### src/btk_pkg.sv
package btk_pkg;
	localparam int ID_W = 48;
	localparam int KEY_W = 32;
	localparam int KC_W = 5;
	localparam int PADDR_W = 1;
	localparam logic [PADDR_W-1:0] REG_KEEP_COUNT = 1'b0;

	typedef enum logic [3:0] {
		ST_IDLE,
		ST_UP_RD,
		ST_UP_CMP,
		ST_SORT_WR,
		ST_DN_CMP,
		ST_DN_CHK,
		ST_SORT_RD,
		ST_SORT_CMP,
		ST_OUT_RD,
		ST_OUT_EMIT,
		ST_ROOT_RD,
		ST_ROOT_CMP
	} state_t;

	typedef struct packed {
		logic [ID_W-1:0]  id;
		logic [KEY_W-1:0] key;
	} entry_t;
endpackage

### src/btk_heap_mem.sv
module btk_heap_mem import btk_pkg::*; #(
	parameter int DEPTH = 16,
	parameter int AW = 4
) (
	input  logic          clk,
	input  logic          we,
	input  logic [AW-1:0] waddr,
	input  entry_t        wdata,
	input  logic [AW-1:0] raddr_a,
	input  logic [AW-1:0] raddr_b,
	output entry_t        rdata_a,
	output entry_t        rdata_b
);
	entry_t mem [DEPTH];

	always_ff @(posedge clk) begin
		if (we) begin
			mem[waddr] <= wdata;
		end
		rdata_a <= mem[raddr_a];
		rdata_b <= mem[raddr_b];
	end
endmodule

### src/bounded_topk_min_selector_unit.sv
// Bounded top-k selector: keeps the keep_count candidates with the smallest
// distance in a max-heap held in a 2-read/1-write synchronous memory (heap
// positions 1..HEAP_DEPTH stored at addresses 0..HEAP_DEPTH-1). One FSM walks
// the heap a level at a time: each level is a memory read state followed by
// a compare and write-back state. busy is low only in the idle state, in
// which the next word is taken. An insert into a non-full heap lifts the
// candidate level by level through read and compare states. On a full heap
// the root is read and compared first, and a rejected word ends there; a
// replacement then sinks level by level through check and compare states
// and ends either at a leaf or on a compare. busy stays high while a word
// is in work. On a word flagged last_candidate, after the word is handled
// the kept entries are exchange-sorted (a read and a compare state per
// compared pair, n*(n-1)/2 pairs, a write state per swap, and a read-state
// pass per outer index) and then streamed out one result word per read
// and emit state pair, each valid for one cycle with result_valid high;
// the receiver cannot stall and must take every result word.
// The user must write keep_count via APB only while busy is low; the block
// itself does not enforce it.
module bounded_topk_min_selector_unit import btk_pkg::*; #(
	parameter int HEAP_DEPTH = 16
) (
	input  logic                clk,
	input  logic                arst_n,
	input  logic                start,
	output logic                busy,
	input  logic [ID_W-1:0]     tuple_id,
	input  logic [KEY_W-1:0]    distance,
	input  logic                last_candidate,
	output logic                result_valid,
	output logic [ID_W-1:0]     result_tuple_id,
	output logic [KEY_W-1:0]    result_distance,
	output logic                last_result,
	input  logic                psel,
	input  logic                penable,
	input  logic                pwrite,
	input  logic [PADDR_W+1:0]  paddr,
	input  logic [31:0]         pwdata,
	output logic [31:0]         prdata,
	output logic                pready
);
	localparam int AW = (HEAP_DEPTH > 1) ? $clog2(HEAP_DEPTH) : 1;
	// position counters hold 1..HEAP_DEPTH and 2*pos+1
	localparam int PW = $clog2(2 * HEAP_DEPTH + 2);

	state_t state_q, state_d;
	logic [KC_W-1:0] keep_q;
	logic [PW-1:0]   fill_q, fill_d;
	logic [PW-1:0]   pos_q, pos_d;     // current hole / sort index a
	logic [PW-1:0]   jdx_q, jdx_d;     // sort index b
	logic [PW-1:0]   num_q, num_d;     // entries in heap during sift down
	entry_t          cand_q, cand_d;
	logic            last_q, last_d;

	logic            we;
	logic [PW-1:0]   wpos;
	entry_t          wdata;
	logic [PW-1:0]   rpos_a, rpos_b;
	entry_t          rd_a, rd_b;

	logic [PW-1:0]   k_eff;
	logic            wr_cfg;

	assign pready = 1'b1;
	assign wr_cfg = psel && penable && pwrite && (paddr[PADDR_W+1:2] == REG_KEEP_COUNT);
	assign prdata = {{(32-KC_W){1'b0}}, keep_q};

	always_comb begin
		if (keep_q == '0) begin
			k_eff = PW'(1);
		end else if (32'(keep_q) > HEAP_DEPTH) begin
			k_eff = PW'(HEAP_DEPTH);
		end else begin
			k_eff = PW'(keep_q);
		end
	end

	btk_heap_mem #(.DEPTH(HEAP_DEPTH), .AW(AW)) u_mem (
		.clk    (clk),
		.we     (we),
		.waddr  (AW'(wpos - PW'(1))),
		.wdata  (wdata),
		.raddr_a(AW'(rpos_a - PW'(1))),
		.raddr_b(AW'(rpos_b - PW'(1))),
		.rdata_a(rd_a),
		.rdata_b(rd_b)
	);

	always_ff @(posedge clk or negedge arst_n) begin
		if (!arst_n) begin
			state_q <= ST_IDLE;
			keep_q  <= KC_W'(16);
			fill_q  <= '0;
			pos_q   <= '0;
			jdx_q   <= '0;
			num_q   <= '0;
			last_q  <= 1'b0;
		end else begin
			state_q <= state_d;
			fill_q  <= fill_d;
			pos_q   <= pos_d;
			jdx_q   <= jdx_d;
			num_q   <= num_d;
			last_q  <= last_d;
			if (wr_cfg) begin
				keep_q <= pwdata[KC_W-1:0];
			end
		end
	end

	always_ff @(posedge clk) begin
		cand_q <= cand_d;
	end

	always_comb begin
		logic [PW-1:0] c;
		logic [PW-1:0] parent;
		c      = '0;
		parent = pos_q >> 1;
		state_d = state_q;
		fill_d  = fill_q;
		pos_d   = pos_q;
		jdx_d   = jdx_q;
		num_d   = num_q;
		cand_d  = cand_q;
		last_d  = last_q;
		we      = 1'b0;
		wpos    = pos_q;
		wdata   = cand_q;
		rpos_a  = PW'(1);
		rpos_b  = PW'(1);
		busy    = 1'b1;
		result_valid    = 1'b0;
		result_tuple_id = rd_a.id;
		result_distance = rd_a.key;
		last_result     = 1'b0;

		case (state_q)
			ST_IDLE: begin
				busy = 1'b0;
				if (start) begin
					cand_d = '{id: tuple_id, key: distance};
					last_d = last_candidate;
					if (fill_q < k_eff) begin
						fill_d  = fill_q + PW'(1);
						pos_d   = fill_q + PW'(1);
						state_d = ST_UP_RD;
					end else begin
						num_d   = fill_q;
						state_d = ST_ROOT_RD;
					end
				end
			end
			ST_UP_RD: begin
				rpos_a = (parent == '0) ? PW'(1) : parent;
				state_d = ST_UP_CMP;
			end
			ST_UP_CMP: begin
				we = 1'b1;
				if (pos_q > PW'(1) && rd_a.key < cand_q.key) begin
					wdata   = rd_a;
					pos_d   = parent;
					state_d = ST_UP_RD;
				end else begin
					state_d = last_q ? ST_SORT_RD : ST_IDLE;
					pos_d   = PW'(1);
					jdx_d   = PW'(2);
				end
			end
			ST_ROOT_RD: begin
				rpos_a  = PW'(1);
				state_d = ST_ROOT_CMP;
			end
			ST_ROOT_CMP: begin
				if (num_q >= PW'(1) && cand_q.key < rd_a.key) begin
					pos_d   = PW'(1);
					state_d = ST_DN_CHK;
				end else begin
					state_d = last_q ? ST_SORT_RD : ST_IDLE;
					pos_d   = PW'(1);
					jdx_d   = PW'(2);
				end
			end
			ST_DN_CHK: begin
				// children of pos at 2pos, 2pos+1
				c = pos_q << 1;
				if (c <= num_q) begin
					rpos_a  = c;
					rpos_b  = (c < num_q) ? c + PW'(1) : c;
					state_d = ST_DN_CMP;
				end else begin
					we      = 1'b1;
					state_d = last_q ? ST_SORT_RD : ST_IDLE;
					pos_d   = PW'(1);
					jdx_d   = PW'(2);
				end
			end
			ST_DN_CMP: begin
				c = pos_q << 1;
				if (c < num_q && rd_b.key > rd_a.key) begin
					c = c + PW'(1);
					wdata = rd_b;
				end else begin
					wdata = rd_a;
				end
				if (cand_q.key >= wdata.key) begin
					wdata   = cand_q;
					we      = 1'b1;
					state_d = last_q ? ST_SORT_RD : ST_IDLE;
					pos_d   = PW'(1);
					jdx_d   = PW'(2);
				end else begin
					we      = 1'b1;
					pos_d   = c;
					state_d = ST_DN_CHK;
				end
			end
			ST_SORT_RD: begin
				if (jdx_q > fill_q) begin
					if (pos_q + PW'(1) >= fill_q) begin
						pos_d   = PW'(1);
						state_d = ST_OUT_RD;
					end else begin
						pos_d = pos_q + PW'(1);
						jdx_d = pos_q + PW'(2);
					end
				end else begin
					rpos_a  = pos_q;
					rpos_b  = jdx_q;
					state_d = ST_SORT_CMP;
				end
			end
			ST_SORT_CMP: begin
				// swap: write j now, i next cycle from cand
				if (rd_b.key < rd_a.key) begin
					we      = 1'b1;
					wpos    = jdx_q;
					wdata   = rd_a;
					cand_d  = rd_b;
					state_d = ST_SORT_WR;
				end else begin
					jdx_d   = jdx_q + PW'(1);
					state_d = ST_SORT_RD;
				end
			end
			ST_SORT_WR: begin
				we      = 1'b1;
				wpos    = pos_q;
				wdata   = cand_q;
				jdx_d   = jdx_q + PW'(1);
				state_d = ST_SORT_RD;
			end
			ST_OUT_RD: begin
				rpos_a  = pos_q;
				state_d = ST_OUT_EMIT;
			end
			ST_OUT_EMIT: begin
				result_valid = 1'b1;
				last_result  = (pos_q == fill_q);
				if (pos_q == fill_q) begin
					fill_d  = '0;
					last_d  = 1'b0;
					state_d = ST_IDLE;
				end else begin
					pos_d   = pos_q + PW'(1);
					state_d = ST_OUT_RD;
				end
			end
			default: state_d = ST_IDLE;
		endcase
	end

`ifndef ASSERT_OFF
	a_fill_bound: assert property (@(posedge clk) disable iff (!arst_n)
		fill_q <= PW'(HEAP_DEPTH)) else $error("fill count beyond heap depth");
	a_busy_out: assert property (@(posedge clk) disable iff (!arst_n)
		result_valid |-> busy) else $error("result while idle");
	a_last_clear: assert property (@(posedge clk) disable iff (!arst_n)
		(result_valid && last_result) |=> (fill_q == '0 && !busy))
		else $error("fill not cleared after run");
`endif
endmodule
### config.mk
export PLATFORM = sky130hd
export DESIGN_NAME = bounded_topk_min_selector_unit
export DESIGN_NICKNAME = d
export VERILOG_FILES = /design/src/btk_pkg.sv /design/src/btk_heap_mem.sv /design/src/bounded_topk_min_selector_unit.sv
export SDC_FILE = /design/constraint.sdc
export NUM_CORES = 2
export LEC_CHECK = 0
export BUFFER_PORTS_ARGS = -buffer_cell sky130_fd_sc_hd__buf_2
export CAP_MARGIN = 20
export CELL_PAD_IN_SITES_DETAIL_PLACEMENT = 1
export CELL_PAD_IN_SITES_GLOBAL_PLACEMENT = 2
export CORE_MARGIN = 2
export CORE_UTILIZATION = 43
export CTS_CLUSTER_SIZE = 12
export DETAILED_ROUTE_END_ITERATION = 6
export GPL_TIMING_DRIVEN = 0
export PLACE_DENSITY_LB_ADDON = 0.1
export SLEW_MARGIN = 0
export SYNTH_ARGS = -nofsm -noshare
export SYNTH_HDL_FRONTEND = slang
export SYNTH_HIERARCHICAL = 1
export SYNTH_SLANG_ARGS = --single-unit
### constraint.sdc
create_clock -name clk -period 8.47 [get_ports clk]
set_input_delay 0 -clock clk [delete_from_list [all_inputs] [get_ports clk]]
set_output_delay 0 -clock clk [all_outputs]
set_load 0.005 [all_outputs]
==> results.ini <==
[outcome]
outcome = finished clean

[critical_path]
critPathMaxFanout = 16
start_kind = register
r2r-start = u_mem/rdata_a[31]
crit_required_ps = 8980
crit_arrival_ps = 8930
critical_path_class = reg -> reg
r2r_cells = 20
cp-end-kind = register
cp-startpoint = u_mem/rdata_a[31]

[power_and_ir_drop]
ir_drop_v = 0.000274
switchingPower_uw = 13600
clock_power_share_pct = 21.2
p_leak_uw = 0.0280
p_sw_share_pct = 39.8
seq_power_share_pct = 34.7
power_density_nw_per_um2 = 408
combPwrFrac_pct = 44.0
p_int_uw = 20600

[sta]
maxSlewHeadroom_pct = 14.9
worst_slew_pin_slew_ps = 1280
fin_crit_sh_pct = 99.4
hold_viol = 0
max_freq_ghz = 0.119
whs_ps = 50.1
fin_skew_ps = 32.6
tns_ps = 0
finalWorstSetupSlack_ps = 49.1
slew_viol_final = 0
grt_setup_unrepaired = no
period_needed_ps = 8420
setup_viol = 0

[detailed_routing]
routed_wl_um = 259000
num_vias = 44900
drt-vias-per-instance = 6.35
drt_iter0_drc = 5605
drt_first_pass_iters = 6
ant_nets = 0
drc = 0
drt-wirelength-per-cell_um = 36.6

[yosys]
synthTopCellsByCount = edfxtp_1, mux4_2, nand2_1, a22oi_1, dfxtp_1
syn_inst = 4079
ys_seq_area_share_pct = 63.2
syn-mean-instance-area_um2 = 17.4
synth_top_family_by_area = multiplexers
synthMuxAreaShare_pct = 20.9
ys_seq_elements = 1554
synth-xor-area-share_pct = 0.271
yosys.cell_count.top_type = edfxtp_1
synth-compound-area-share_pct = 6.30
yosys-top-cells-area = edfxtp_1, mux4_2, dfxtp_1
ys_types = 69
ys.flop_type = edfxtp_1
synthSimpleGateAreaFrac_pct = 4.45
ys_warn_count = 6
netlist_area_um2 = 71000
synthDominantCellAreaShare_pct = 57.5
yosys.area.top_type = edfxtp_1
synth_edf_count = 1360
synth-adder-area-share_pct = 2.24
ys_async_sr_fraction_pct = 2.19

[global_route]
grt_pass1_vias = 46600
grt_usage_pct = 30.7
grt_max_degree = 34
grt_pass1_wl_um = 359000
grt_antenna_before_repair = 19
grt_overflow = 0

[placement]
pre_cts_ws_ps = -340
dpl_cell_area_um2 = 77000
io_buffers = 180
place.gp.congestion = 0.883
dp_cells = 6590
place_hpwl_um = 172000

[final_layout]
nFillCells = 15400
final_cells = 7060
syn_to_final_growth_pct = 18.1
fin_nets = 4964
drive_above_1_share_pct = 28.2
final_design_area_no_fill_um2 = 83800

[die]
coreArea_um2 = 164000
initial_core_util_pct = 43.2
fp.dieArea_um2 = 168000
die_x_um = 410
io_pins = 238
rows = 149
die_h_um = 410

[clock_network]
clock_tree.buffer_depth = 3
htreeDepth = 4
cts_tree = done
cts_root_buf = clkbuf_16
clock_latency_ps = 820
path_clk_slew_ps = 60
cts_buffers = 170
cts.sinks = 1554

[min_path]
whs_path_depth = 4
hp-class = in -> reg
hold_start = tuple_id[15]

[job]
drv_cap = 0

## stage by stage
step | power [µW] | util (%)
floorplan | 20400 | -
finish | 34200 | 51.0
CTS | 34300 | 51.0
detailed placement | 26900 | 46.8
global placement | 26500 | 45.5
global route | 35500 | 51.0
## critical path, stage by stage (launching register included)
cell	delay (ps)
dfxtp_1	400
inv_1	110
ha_1	340
nand4_1	300
nor2_1	230
a221oi_1	730
nand3_1	340
o21ai_1	200
buf_2	410
buf_2	530
mux2i_1	250
ha_1	280
a21oi_1	130
o21ai_0	300
a221oi_1	670
o21ai_0	570
a211oi_4	450
nor2b_1	170
buf_2	180
buf_2	740
a221o_1	720
## metal layers
layer | track usage (%) | wire length [µm] | up-vias | part of all wire (%)
li1 | - | - | 18200 | -
met1 | 41.8 | 104000 | 23900 | 40
met2 | 48.1 | 121000 | 2318 | 47
met3 | 5.75 | 21900 | 460 | 8.5
met4 | 13.6 | 11700 | 4 | 4.5
met5 | 0 | 25 | - | 0.0097
## sequential cells by signal, indices dropped and copies added, names as in the netlist
register,cells
u_mem/rdata_a,80
pos_q,6
keep_q,5
u_mem/rdata_b,80
state_q,4
num_q,6
last_q,1
jdx_q,6
cand_q,80
fill_q,6
u_mem/mem,1280
## layout make-up
| type | count | area (µm²) | share of cell area, % |
|---|---|---|---|
| timing repair buffer | 438 | 4440 | 5.29 |
| clock buffer | 244 | 4720 | 5.63 |
| inverter | 62 | 233 | 0.278 |
| multi-input combinational | 2180 | 24500 | 29.2 |
| buffer | 309 | 1620 | 1.94 |
| sequential | 1554 | 44900 | 53.6 |
| clock inverter | 75 | 654 | 0.781 |
| antenna | 9 | 22.5 | 0.0269 |
| tap | 2189 | 2740 | 3.27 |
## cells by family (layout without fill, tap and decap cells)
group / after synthesis / count (layout)
compound gates: 594 / 594
xor+xnor: 22 / 22
fa+ha+maj: 127 / 127
buf+inv: 371 / 1128
flops: 1554 / 1554
mux: 682 / 682
other cells: 2 / 37
simple gates: 727 / 727
## power by group through the flow
stage	Combinational [µW]	Clock (µW)	Sequential, µW
after floorplan	8590	0	11800
after global placement	14200	0	12400
after detailed placement	14900	0	12000
after CTS	15000	7370	11900
after global routing	15900	7630	12000
final	15100	7270	11900
## what timing repair did
item                                    4_1_cts  5_1_grt
buffers inserted                              2        0
hold buffers                                139        0
gates resized for setup                       3        0
hold endpoints to repair                    130        0
endpoints found under the setup margin     1180        0
## layout by cell type, fill, tap and decap left out, drive strengths merged, types with 9 or more instances in the layout
cell type	n
a221o	81
dfxtp	160
nor3	19
ha	127
inv	74
mux2i	35
conb	28
clkinv	54
diode	9
clkbuf	381
nand4	24
o21ai	55
nand3	30
dfrtp	33
nor2b	60
edfxtp	1360
nand2b	9
nor2	76
buf	472
a221oi	11
nand2	471
a22oi	325
a21oi	55
xnor2	16
mux4	640
dlygate4sd3	138
o31ai	10
## worst paths after layout
kind / to / slack, ps
hold / removal: cand_q[47] / 50
setup reg to reg: u_mem/mem[5][5] / 50
min in group asynchronous: keep_q[4] / 270
max in group asynchronous: jdx_q[1] / 7990
setup / recovery: u_mem/mem[5][5] / 50
hold reg to reg: num_q[3] / 530
Power figures use the tool's default switching activity.
